### config.mk
export PLATFORM = sky130hd
export DESIGN_NAME = lidar_cluster_classifier
export DESIGN_NICKNAME = d
export VERILOG_FILES = /design/src/lcc_pkg.sv /design/src/lidar_cluster_classifier.sv /design/src/lcc_cordic.sv
export SDC_FILE = /design/constraint.sdc
export NUM_CORES = 2
export LEC_CHECK = 0
export BUFFER_PORTS_ARGS = -buffer_cell sky130_fd_sc_hd__buf_2
export CAP_MARGIN = 20
export CORE_UTILIZATION = 45
export DETAILED_ROUTE_END_ITERATION = 7
export PLACE_DENSITY_LB_ADDON = 0.25
export REMOVE_ABC_BUFFERS = 1
export SKIP_CTS_REPAIR_TIMING = 1
export SLEW_MARGIN = 20
export SYNTH_ARGS = -nofsm -noshare
export SYNTH_HDL_FRONTEND = slang
export SYNTH_SLANG_ARGS = --single-unit
### constraint.sdc
create_clock -name i_clk -period 16.79 [get_ports i_clk]
set_clock_uncertainty 0.1 [all_clocks]
set_input_delay 2.5185 -clock i_clk [delete_from_list [all_inputs] [get_ports i_clk]]
set_output_delay 2.5185 -clock i_clk [all_outputs]
set_load 0.01 [all_outputs]
### src/lcc_pkg.sv
`timescale 1ns / 1ps
package lcc_pkg;
    localparam int CordicSteps = 16;
    localparam int StepBits = 5;
    localparam int MaxReadings = 1024;
    localparam int CountBits = 11;
    localparam int SumBits = 28;
    localparam logic signed [22:0] PiQ16 = 23'sd205887;
    localparam logic signed [22:0] TwoPiQ16 = 23'sd411775;
    localparam logic signed [22:0] HalfPiQ16 = 23'sd102944;
    localparam logic signed [19:0] GainQ15 = 20'sd19898;
    localparam logic [15:0] WallReset = 16'd1000;
    localparam logic [1:0] ClassNone = 2'd0;
    localparam logic [1:0] ClassCone = 2'd1;
    localparam logic [1:0] ClassWall = 2'd2;

    function automatic logic signed [22:0] atan_q16(input logic [StepBits-1:0] i);
        case (i)
            5'd0: atan_q16 = 23'sd51472;
            5'd1: atan_q16 = 23'sd30386;
            5'd2: atan_q16 = 23'sd16055;
            5'd3: atan_q16 = 23'sd8150;
            5'd4: atan_q16 = 23'sd4091;
            5'd5: atan_q16 = 23'sd2047;
            5'd6: atan_q16 = 23'sd1024;
            5'd7: atan_q16 = 23'sd512;
            5'd8: atan_q16 = 23'sd256;
            5'd9: atan_q16 = 23'sd128;
            5'd10: atan_q16 = 23'sd64;
            5'd11: atan_q16 = 23'sd32;
            5'd12: atan_q16 = 23'sd16;
            5'd13: atan_q16 = 23'sd8;
            5'd14: atan_q16 = 23'sd4;
            5'd15: atan_q16 = 23'sd2;
            5'd16: atan_q16 = 23'sd1;
            default: atan_q16 = 23'sd0;
        endcase
    endfunction

    typedef struct packed {
        logic signed [17:0] cos_q15;
        logic signed [17:0] sin_q15;
    } t_trig;
endpackage

### src/lidar_cluster_classifier.sv
`timescale 1ns / 1ps
// Obstacle accumulator and classifier for lidar readings.
// Slave channel: one item per reading; tdata = {reading_angle, reading_range}
// from the lowest bit, tuser = has_reading, tlast = last_reading.
// Master channel: one result item per item marked last; tdata = {center_x,
// center_y, reading_count} from the lowest bit, tuser = obstacle_class.
// A config channel writes wall_length_mm (reset 1000) while the block is idle.
// Each of the first 1024 readings of an obstacle runs through one shared
// CORDIC (16 iterations) and two multiply steps before the next item is taken.
// An item marked last then runs the CORDIC again on the edge angle difference,
// six multiply steps for the chord test and two restoring divisions over the
// 28 sum bits for the centroid; an empty obstacle skips straight to the result.
// The block accepts no item during that work; it is ready for the next item
// again once the result is loaded and the state returns to idle.
// The result waits in the output register; readings of the next obstacle are
// still taken, but its last item holds the block until the result is taken.
// Reset clears the sums, count, edges and the output valid flag.
module lidar_cluster_classifier (
    input  logic        i_clk,
    input  logic        i_rst_n,
    input  logic        s_axis_tvalid,
    output logic        s_axis_tready,
    input  logic [31:0] s_axis_tdata,   // reading_angle, reading_range
    input  logic        s_axis_tuser,   // has_reading
    input  logic        s_axis_tlast,
    output logic        m_axis_tvalid,
    input  logic        m_axis_tready,
    output logic [47:0] m_axis_tdata,   // center_x, center_y, reading_count
    output logic [1:0]  m_axis_tuser,   // obstacle_class
    input  logic        i_cfg_valid,
    output logic        o_cfg_ready,
    input  logic [15:0] i_cfg_data
);
    typedef enum logic [8:0] {
        S_IDLE  = 9'b000000001,
        S_PT    = 9'b000000010,
        S_PMUL  = 9'b000000100,
        S_CHK   = 9'b000001000,
        S_CH    = 9'b000010000,
        S_CHMUL = 9'b000100000,
        S_DIVX  = 9'b001000000,
        S_DIVY  = 9'b010000000,
        S_OUT   = 9'b100000000
    } t_state;

    t_state r_state;
    logic [15:0] r_wall;
    logic r_last;
    logic signed [15:0] r_ang;
    logic [15:0] r_rng;
    logic [lcc_pkg::SumBits-1:0] r_sx, r_sy;
    logic [lcc_pkg::CountBits-1:0] r_cnt;
    logic signed [15:0] r_lo_a, r_hi_a;
    logic [15:0] r_lo_r, r_hi_r;
    logic [2:0] r_step;
    logic [4:0] r_bit;
    logic signed [17:0] r_cos, r_sin;
    logic signed [51:0] r_acc;
    logic [31:0] r_ab;
    // division
    logic [27:0] r_q;
    logic [9:0] r_rem;
    logic r_dneg;
    logic [1:0] r_cls;
    logic [16:0] r_cx, r_cy;
    logic [47:0] r_odata;
    logic [1:0] r_ouser;
    logic r_ovalid;

    logic in_acc, has, lst, out_load;
    logic signed [15:0] ang;
    logic [15:0] rng;
    logic cstart, cdone;
    logic signed [19:0] cangle;
    lcc_pkg::t_trig trig;
    logic signed [34:0] prod;
    logic signed [16:0] mul_a;
    logic signed [17:0] mul_b;
    logic signed [16:0] diff;
    logic [10:0] rem_sh, rem_sub;
    logic div_ge;
    logic [27:0] q_next, q_fin, sx_abs, sy_abs;

    assign has = s_axis_tuser;
    assign ang = s_axis_tdata[15:0];
    assign rng = s_axis_tdata[31:16];
    assign lst = s_axis_tlast;
    assign s_axis_tready = (r_state == S_IDLE);
    assign in_acc = s_axis_tvalid && s_axis_tready;
    assign o_cfg_ready = (r_state == S_IDLE);

    assign diff = 17'(r_hi_a) - 17'(r_lo_a);
    assign cstart = (in_acc && has && (r_cnt < 11'(lcc_pkg::MaxReadings)))
                    || (r_state == S_CHK && r_cnt != '0);
    assign cangle = (r_state == S_CHK) ? 20'(diff) * 20'sd8 : 20'(ang) * 20'sd8;

    lcc_cordic u_cordic (
        .i_clk(i_clk), .i_rst_n(i_rst_n), .i_start(cstart),
        .i_angle(cangle), .o_done(cdone), .o_trig(trig)
    );

    // the single multiplier: 17 x 18 signed, selected by sequencer step
    always_comb begin
        mul_a = $signed({1'b0, r_rng});
        mul_b = r_cos;
        if (r_state == S_PMUL) begin
            if (r_step != 3'd0) mul_b = r_sin;
        end else begin
            case (r_step)
                3'd0: begin
                    mul_a = $signed({1'b0, r_lo_r}); mul_b = $signed({2'b0, r_lo_r});
                end
                3'd1: begin
                    mul_a = $signed({1'b0, r_hi_r}); mul_b = $signed({2'b0, r_hi_r});
                end
                3'd2: begin
                    mul_a = $signed({1'b0, r_lo_r}); mul_b = $signed({2'b0, r_hi_r});
                end
                3'd3: begin
                    mul_a = $signed({1'b0, r_ab[15:0]}); mul_b = r_cos;
                end
                3'd4: begin
                    mul_a = $signed({1'b0, r_ab[31:16]}); mul_b = r_cos;
                end
                default: begin
                    mul_a = $signed({1'b0, r_wall}); mul_b = $signed({2'b0, r_wall});
                end
            endcase
        end
        prod = 35'(mul_a) * 35'(mul_b);
    end

    // one restoring step: shift in the next numerator bit, subtract if it fits
    assign rem_sh = {r_rem, r_q[27]};
    assign div_ge = (rem_sh >= r_cnt);
    assign rem_sub = rem_sh - r_cnt;
    assign q_next = {r_q[26:0], div_ge};
    assign q_fin = r_dneg ? (28'd0 - q_next) : q_next;
    assign sx_abs = r_sx[27] ? (28'd0 - r_sx) : r_sx;
    assign sy_abs = r_sy[27] ? (28'd0 - r_sy) : r_sy;

    assign out_load = (r_state == S_OUT) && (!r_ovalid || m_axis_tready);

    always_ff @(posedge i_clk) begin
        if (!i_rst_n) begin
            r_state <= S_IDLE;
            r_wall <= lcc_pkg::WallReset;
            r_sx <= '0; r_sy <= '0; r_cnt <= '0;
            r_lo_a <= '0; r_hi_a <= '0; r_lo_r <= '0; r_hi_r <= '0;
        end else begin
            if (i_cfg_valid && o_cfg_ready) r_wall <= i_cfg_data;
            unique case (r_state)
                S_IDLE: begin
                    if (in_acc) begin
                        r_last <= lst;
                        r_ang <= ang;
                        r_rng <= rng;
                        if (has && r_cnt < 11'(lcc_pkg::MaxReadings)) r_state <= S_PT;
                        else if (lst) r_state <= S_CHK;
                    end
                end
                S_PT: begin
                    if (cdone) begin
                        r_cos <= trig.cos_q15; r_sin <= trig.sin_q15;
                        r_step <= '0;
                        r_state <= S_PMUL;
                    end
                end
                S_PMUL: begin
                    // round to mm and add into the sums; the second step also updates the edges and count
                    if (r_step == 3'd0) begin
                        r_sx <= r_sx + 28'((prod + 35'sd16384) >>> 15);
                        r_step <= 3'd1;
                    end else begin
                        r_sy <= r_sy + 28'((prod + 35'sd16384) >>> 15);
                        if (r_cnt == '0 || r_ang < r_lo_a) begin
                            r_lo_a <= r_ang; r_lo_r <= r_rng;
                        end
                        if (r_cnt == '0 || r_ang >= r_hi_a) begin
                            r_hi_a <= r_ang; r_hi_r <= r_rng;
                        end
                        r_cnt <= r_cnt + 1'b1;
                        r_state <= r_last ? S_CHK : S_IDLE;
                    end
                end
                S_CHK: begin
                    if (r_cnt == '0) begin
                        r_cls <= lcc_pkg::ClassNone; r_cx <= '0; r_cy <= '0;
                        r_state <= S_OUT;
                    end else r_state <= S_CH;
                end
                S_CH: begin
                    if (cdone) begin
                        r_cos <= trig.cos_q15;
                        r_step <= '0;
                        r_state <= S_CHMUL;
                    end
                end
                S_CHMUL: begin
                    // (a*a + b*b) * 2^15 - 2*a*b*cos against wall^2 * 2^15
                    r_step <= r_step + 1'b1;
                    case (r_step)
                        3'd0: r_acc <= 52'(prod) <<< 15;
                        3'd1: r_acc <= r_acc + (52'(prod) <<< 15);
                        3'd2: r_ab <= 32'(prod);
                        3'd3: r_acc <= r_acc - (52'(prod) <<< 1);
                        3'd4: r_acc <= r_acc - (52'(prod) <<< 17);
                        default: begin
                            r_cls <= (r_acc > (52'(prod) <<< 15)) ? lcc_pkg::ClassWall
                                                                 : lcc_pkg::ClassCone;
                            r_q <= sx_abs; r_dneg <= r_sx[27];
                            r_rem <= '0; r_bit <= '0;
                            r_state <= S_DIVX;
                        end
                    endcase
                end
                S_DIVX: begin
                    if (r_bit == 5'(lcc_pkg::SumBits - 1)) begin
                        r_cx <= 17'(q_fin);
                        r_q <= sy_abs; r_dneg <= r_sy[27];
                        r_rem <= '0; r_bit <= '0;
                        r_state <= S_DIVY;
                    end else begin
                        r_q <= q_next;
                        r_rem <= div_ge ? 10'(rem_sub) : 10'(rem_sh);
                        r_bit <= r_bit + 1'b1;
                    end
                end
                S_DIVY: begin
                    if (r_bit == 5'(lcc_pkg::SumBits - 1)) begin
                        r_cy <= 17'(q_fin);
                        r_state <= S_OUT;
                    end else begin
                        r_q <= q_next;
                        r_rem <= div_ge ? 10'(rem_sub) : 10'(rem_sh);
                        r_bit <= r_bit + 1'b1;
                    end
                end
                S_OUT: begin
                    // hold until the output register is free, then clear the obstacle
                    if (out_load) begin
                        r_sx <= '0; r_sy <= '0; r_cnt <= '0;
                        r_lo_a <= '0; r_hi_a <= '0; r_lo_r <= '0; r_hi_r <= '0;
                        r_state <= S_IDLE;
                    end
                end
                default: r_state <= S_IDLE;
            endcase
        end
    end

    // output register
    always_ff @(posedge i_clk) begin
        if (!i_rst_n) begin
            r_ovalid <= 1'b0;
        end else if (out_load) begin
            r_ovalid <= 1'b1;
        end else if (m_axis_tready) begin
            r_ovalid <= 1'b0;
        end
        if (out_load) begin
            r_odata <= {3'b0, r_cnt, r_cy, r_cx};
            r_ouser <= r_cls;
        end
    end

    assign m_axis_tvalid = r_ovalid;
    assign m_axis_tdata = r_odata;
    assign m_axis_tuser = r_ouser;

    a_out_hold: assert property (@(posedge i_clk) disable iff (!i_rst_n)
        (r_ovalid && !m_axis_tready) |=> (r_ovalid && $stable(r_odata) && $stable(r_ouser)))
        else $error("result changed while waiting");
    a_cnt_limit: assert property (@(posedge i_clk) disable iff (!i_rst_n)
        r_cnt <= 11'(lcc_pkg::MaxReadings))
        else $error("reading count beyond limit");
    a_class_code: assert property (@(posedge i_clk) disable iff (!i_rst_n)
        r_ovalid |-> (r_ouser == lcc_pkg::ClassNone || r_ouser == lcc_pkg::ClassCone ||
                      r_ouser == lcc_pkg::ClassWall))
        else $error("bad class code");
endmodule

### src/lcc_cordic.sv
`timescale 1ns / 1ps
module lcc_cordic (
    input  logic                i_clk,
    input  logic                i_rst_n,
    input  logic                i_start,
    input  logic signed [19:0]  i_angle,
    output logic                o_done,
    output lcc_pkg::t_trig      o_trig
);
    logic signed [22:0] z0, z1, z2;
    logic neg0;
    logic signed [22:0] r_z, n_z;
    logic signed [19:0] r_x, n_x, r_y, n_y;
    logic r_neg, r_busy, n_busy, r_done;
    logic [lcc_pkg::StepBits-1:0] r_i, n_i;
    logic signed [19:0] dx, dy, fx, fy;

    // fold the angle into [-pi/2, pi/2]
    always_comb begin
        z0 = 23'(i_angle);
        z1 = z0;
        if (z0 > lcc_pkg::PiQ16) z1 = z0 - lcc_pkg::TwoPiQ16;
        else if (z0 < -lcc_pkg::PiQ16) z1 = z0 + lcc_pkg::TwoPiQ16;
        z2 = z1;
        neg0 = 1'b0;
        if (z1 > lcc_pkg::HalfPiQ16) begin
            z2 = z1 - lcc_pkg::PiQ16; neg0 = 1'b1;
        end else if (z1 < -lcc_pkg::HalfPiQ16) begin
            z2 = z1 + lcc_pkg::PiQ16; neg0 = 1'b1;
        end
    end

    always_comb begin
        dx = r_y >>> r_i;
        dy = r_x >>> r_i;
        n_x = r_x; n_y = r_y; n_z = r_z; n_i = r_i; n_busy = r_busy;
        if (i_start) begin
            n_x = lcc_pkg::GainQ15; n_y = '0; n_z = z2; n_i = '0; n_busy = 1'b1;
        end else if (r_busy) begin
            if (r_z >= 0) begin
                n_x = r_x - dx; n_y = r_y + dy; n_z = r_z - lcc_pkg::atan_q16(r_i);
            end else begin
                n_x = r_x + dx; n_y = r_y - dy; n_z = r_z + lcc_pkg::atan_q16(r_i);
            end
            n_i = r_i + 1'b1;
            if (r_i == lcc_pkg::StepBits'(lcc_pkg::CordicSteps - 1)) n_busy = 1'b0;
        end
    end

    always_ff @(posedge i_clk) begin
        if (!i_rst_n) begin
            r_busy <= 1'b0; r_done <= 1'b0;
        end else begin
            r_busy <= n_busy;
            r_done <= r_busy && !n_busy;
        end
        r_x <= n_x; r_y <= n_y; r_z <= n_z; r_i <= n_i;
        if (i_start) r_neg <= neg0;
    end

    always_comb begin
        fx = r_neg ? -r_x : r_x;
        fy = r_neg ? -r_y : r_y;
        o_trig.cos_q15 = (fx > 20'sd32768) ? 18'sd32768 :
                         (fx < -20'sd32768) ? -18'sd32768 : 18'(fx);
        o_trig.sin_q15 = (fy > 20'sd32768) ? 18'sd32768 :
                         (fy < -20'sd32768) ? -18'sd32768 : 18'(fy);
    end
    assign o_done = r_done;
endmodule
==> run_results.csv <==
group,metric,value,unit
drt,wire_per_inst,20.6,um
pwr,power.density,130,nW/um^2
pwr,irDropWorstVdd,236,uV
setup_path,critPathLaunchType,"register",
sta,rsz0062_at_grt,"false",
floorplan,coreArea,117000,um^2
drt,vias_per_cell,5.84,
floorplan,die_y,346,um
grt,overflow,0,
drt,route.detailed.drc,3,
pwr,p_comb_share,57.1,%
sta,tightestPinTransition,1120,ps
sta,hold_viol,0,
floorplan,dieArea,120000,um^2
setup_path,path_buf_inv,8,
grt,grtUsageTotal,26.5,%
sta,finalSetupViolations,0,
place,portBuffers,104,
flow_run,cap_violations,0,
logic_synthesis,synthArstFlopShare,0,%
clock_tree,root_buffer,"clkbuf_16",
pwr,internal_power,0.00418,W
place,place_area,55300,um^2
setup_path,crit_slowest_cell,"a21o_1",
worst_hold_path,whs_path_depth,0,
setup_path,critPathCaptureType,"register",
grt,grt_pass1_wl,252000,um
sta,final.setup.worst_slack,2560,ps
floorplan,die-width,346,um
finish,fin_nets,6964,
drt,dr.pass1.iters,8,
sta,period_minus_slack,14230,ps
setup_path,critical_path_class,"register to register",
logic_synthesis,synth_top_area_share,17.2,%
drt,ant_nets,0,
pwr,finalPower,0.00747,W
place,dp.cells,7636,
sta,finalCritPeriodShare,84.7,%
setup_path,crit_path_frequent_cell,"fa_1",
logic_synthesis,synthFlopType,"edfxtp_1",
logic_synthesis,synth_edf_count,306,
grt,grt_pass1_vias,43800,
pwr,switching_power,0.00329,W
logic_synthesis,synth.cell_area,53300,um^2
finish,stdcell_count,7764,
worst_hold_path,hp-start,"r_cx[11]",
sta,max_freq,70.3,MHz
place,dp_hpwl,123000,um
floorplan,ios,108,
setup_path,cpPeakStageDelay,740,ps
finish,finalInstanceArea,57600,um^2
grt,antenna_found_initial,9,
place,place_ws,2860,ps
finish,layout-drive-gt1-share,6.73,%
floorplan,start_util,45.7,%
clock_tree,clk_path_buf_depth,3,
pwr,pwr-share-seq,23.0,%
setup_path,path_delay_family,"compound AO/OA/AOI/OAI gates",
clock_tree,path_clk_slew,60,ps
logic_synthesis,ys_warn_count,0,
place,gp_congestion,0.960,
logic_synthesis,syn_area_per_cell,8.57,um^2
worst_hold_path,whs_endpoint,"m_axis_tdata[11]",
status,outcome,"finished with violations",
setup_path,cp.arrival,14650,ps
logic_synthesis,ys_ff_latch,526,
clock_tree,numClockSinks,526,
sta,setup_tns,0,ps
setup_path,reg2reg_to,"r_sy[27]",
drt,routed_wl,160000,um
setup_path,rr_startpoint,"r_step[0]",
logic_synthesis,synth_seq_area_share,25.5,%
logic_synthesis,yosysTopAreaCell,"edfxtp_1",
worst_hold_path,min_path_type,"register to register",
floorplan,num_rows,125,
pwr,swShare,44.0,%
logic_synthesis,synth_cell_type_count,104,
pwr,leakagePower,24.6,nW
setup_path,r2r_cells,48,
grt,grt_max_degree,88,
sta,slew_headroom,25.2,%
drt,first_iter_violations,3862,
pwr,clkPwrFrac,19.9,%
clock_tree,cts_tree,"yes",
setup_path,crit_required,17210,ps
setup_path,path_max_fanout,40,
setup_path,reg2reg_slack,2560,ps
finish,nFillCells,11100,
status,violations,"DRC",
drt,vias,45400,
logic_synthesis,synthCells,6222,
logic_synthesis,synth_area_leaders,"edfxtp_1, fa_1, ha_1",
clock_tree,insertion_delay,650,ps
sta,slew_violations,0,
clock_tree,cts-htree-levels,3,
finish,areaGrowthSynthToFinish,7.95,%
clock_tree,cts_made_buffers,67,
[kinds of logic after synthesis]
group                    after synthesis  share of synthesized area, %
AO/OA/AOI/OAI                       1377                          17.2
XOR/XNOR                             419                          6.92
adder cells (fa/ha/maj)              730                          21.4
buffers and inverters                908                          6.50
flip-flops                           526                          25.5
multiplexers                         195                          4.48
other                                  1                       0.00703
AND/OR/NAND/NOR                     2066                          18.0
[worst max path at each step]
stage | startpoint | end | slack (ps) | cells past startpoint
floorplan | r_state[0] | r_sy[27] | 1790 | 40
global placement | r_step[0] | r_sy[27] | 3020 | 50
detailed placement | r_step[0] | r_sy[27] | 2860 | 50
CTS | r_step[0] | r_sy[27] | 2800 | 50
global route | r_step[0] | r_sy[27] | 1640 | 50
finish | r_step[0] | r_sy[27] | 2560 | 48
[registers in the layout, summed over array words and instances (netlist names), 18 cells and up, named ones only]
name / cells
r_sy: 28
r_cos: 18
r_sx: 28
r_acc: 51
r_sin: 18
r_ab: 32
u_cordic.r_z: 23
u_cordic.r_x: 20
r_q: 28
u_cordic.r_y: 20
m_axis_tdata: 45
[stage by stage]
step,utilization [%],hold WS [ps]
detailed placement,47.3,305
CTS,49.3,314
global route,49.3,320
floorplan,-,300
finish,49.3,315
global placement,47.3,302
[power by group through the flow]
stage	sequential, W	clock, W	combinational (W)
global placement	0.00174	0	0.00413
detailed placement	0.00174	0	0.00420
global route	0.00173	0.00156	0.00476
finish	0.00172	0.00149	0.00427
floorplan	0.00172	0	0.00324
CTS	0.00171	0.00151	0.00423
[Yosys cell counts, types with 108 or more instances]
| cell | number |
|---|---|
| xor2_1 | 175 |
| dfxtp_1 | 220 |
| nor2_1 | 608 |
| ha_1 | 424 |
| nand3_1 | 108 |
| nor3_1 | 119 |
| nand2_1 | 648 |
| nor2b_1 | 142 |
| a21oi_1 | 326 |
| xnor2_1 | 241 |
| inv_1 | 615 |
| fa_1 | 303 |
| mux2i_1 | 143 |
| o21ai_0 | 306 |
| edfxtp_1 | 306 |
| clkbuf_1 | 244 |
[worst register-to-register path, delay by kind of cell (launching register included)]
kind | cells | cell delay [ps]
xor gates and xnor gates | 2 | 570
AOI/OAI and AO/OA | 13 | 4110
adders and majority gates | 9 | 4100
buffers and inverters | 8 | 1720
muxes | 1 | 120
DFF | 1 | 490
and+or+nand+nor | 15 | 2900
[layout by cell type (no fill, tap or decap), types with 174 or more instances in the layout]
cell	n
dfxtp_1	216
xor2_1	174
xnor2_1	241
a21oi_1	325
fa_1	303
nor2_1	603
o21ai_0	306
inv_1	615
edfxtp_1	306
nand2_1	646
ha_1	424
[final cells by class]
cell class,count,area [um^2],share of cell area [%]
multi-input cells,4790,36400,63.2
well taps,1524,1910,3.31
diodes,3,7.51,0.0130
clock buffers,84,1820,3.17
repair buffers,180,1100,1.92
flip-flops and latches,526,13600,23.6
clock inverters,40,419,0.728
inverters,617,2320,4.02
[layer usage]
| metal | GRT usage (%) | part of all wire (%) | up-vias |
|---|---|---|---|
| met2 | 41.9 | 45 | 1581 |
| met5 | 0 | 0 | - |
| met4 | 8.69 | 3.3 | 0 |
| met3 | 3.93 | 6.9 | 290 |
| li1 | - | - | 21600 |
| met1 | 37.0 | 45 | 21900 |
(Power assumes the default switching activity.)
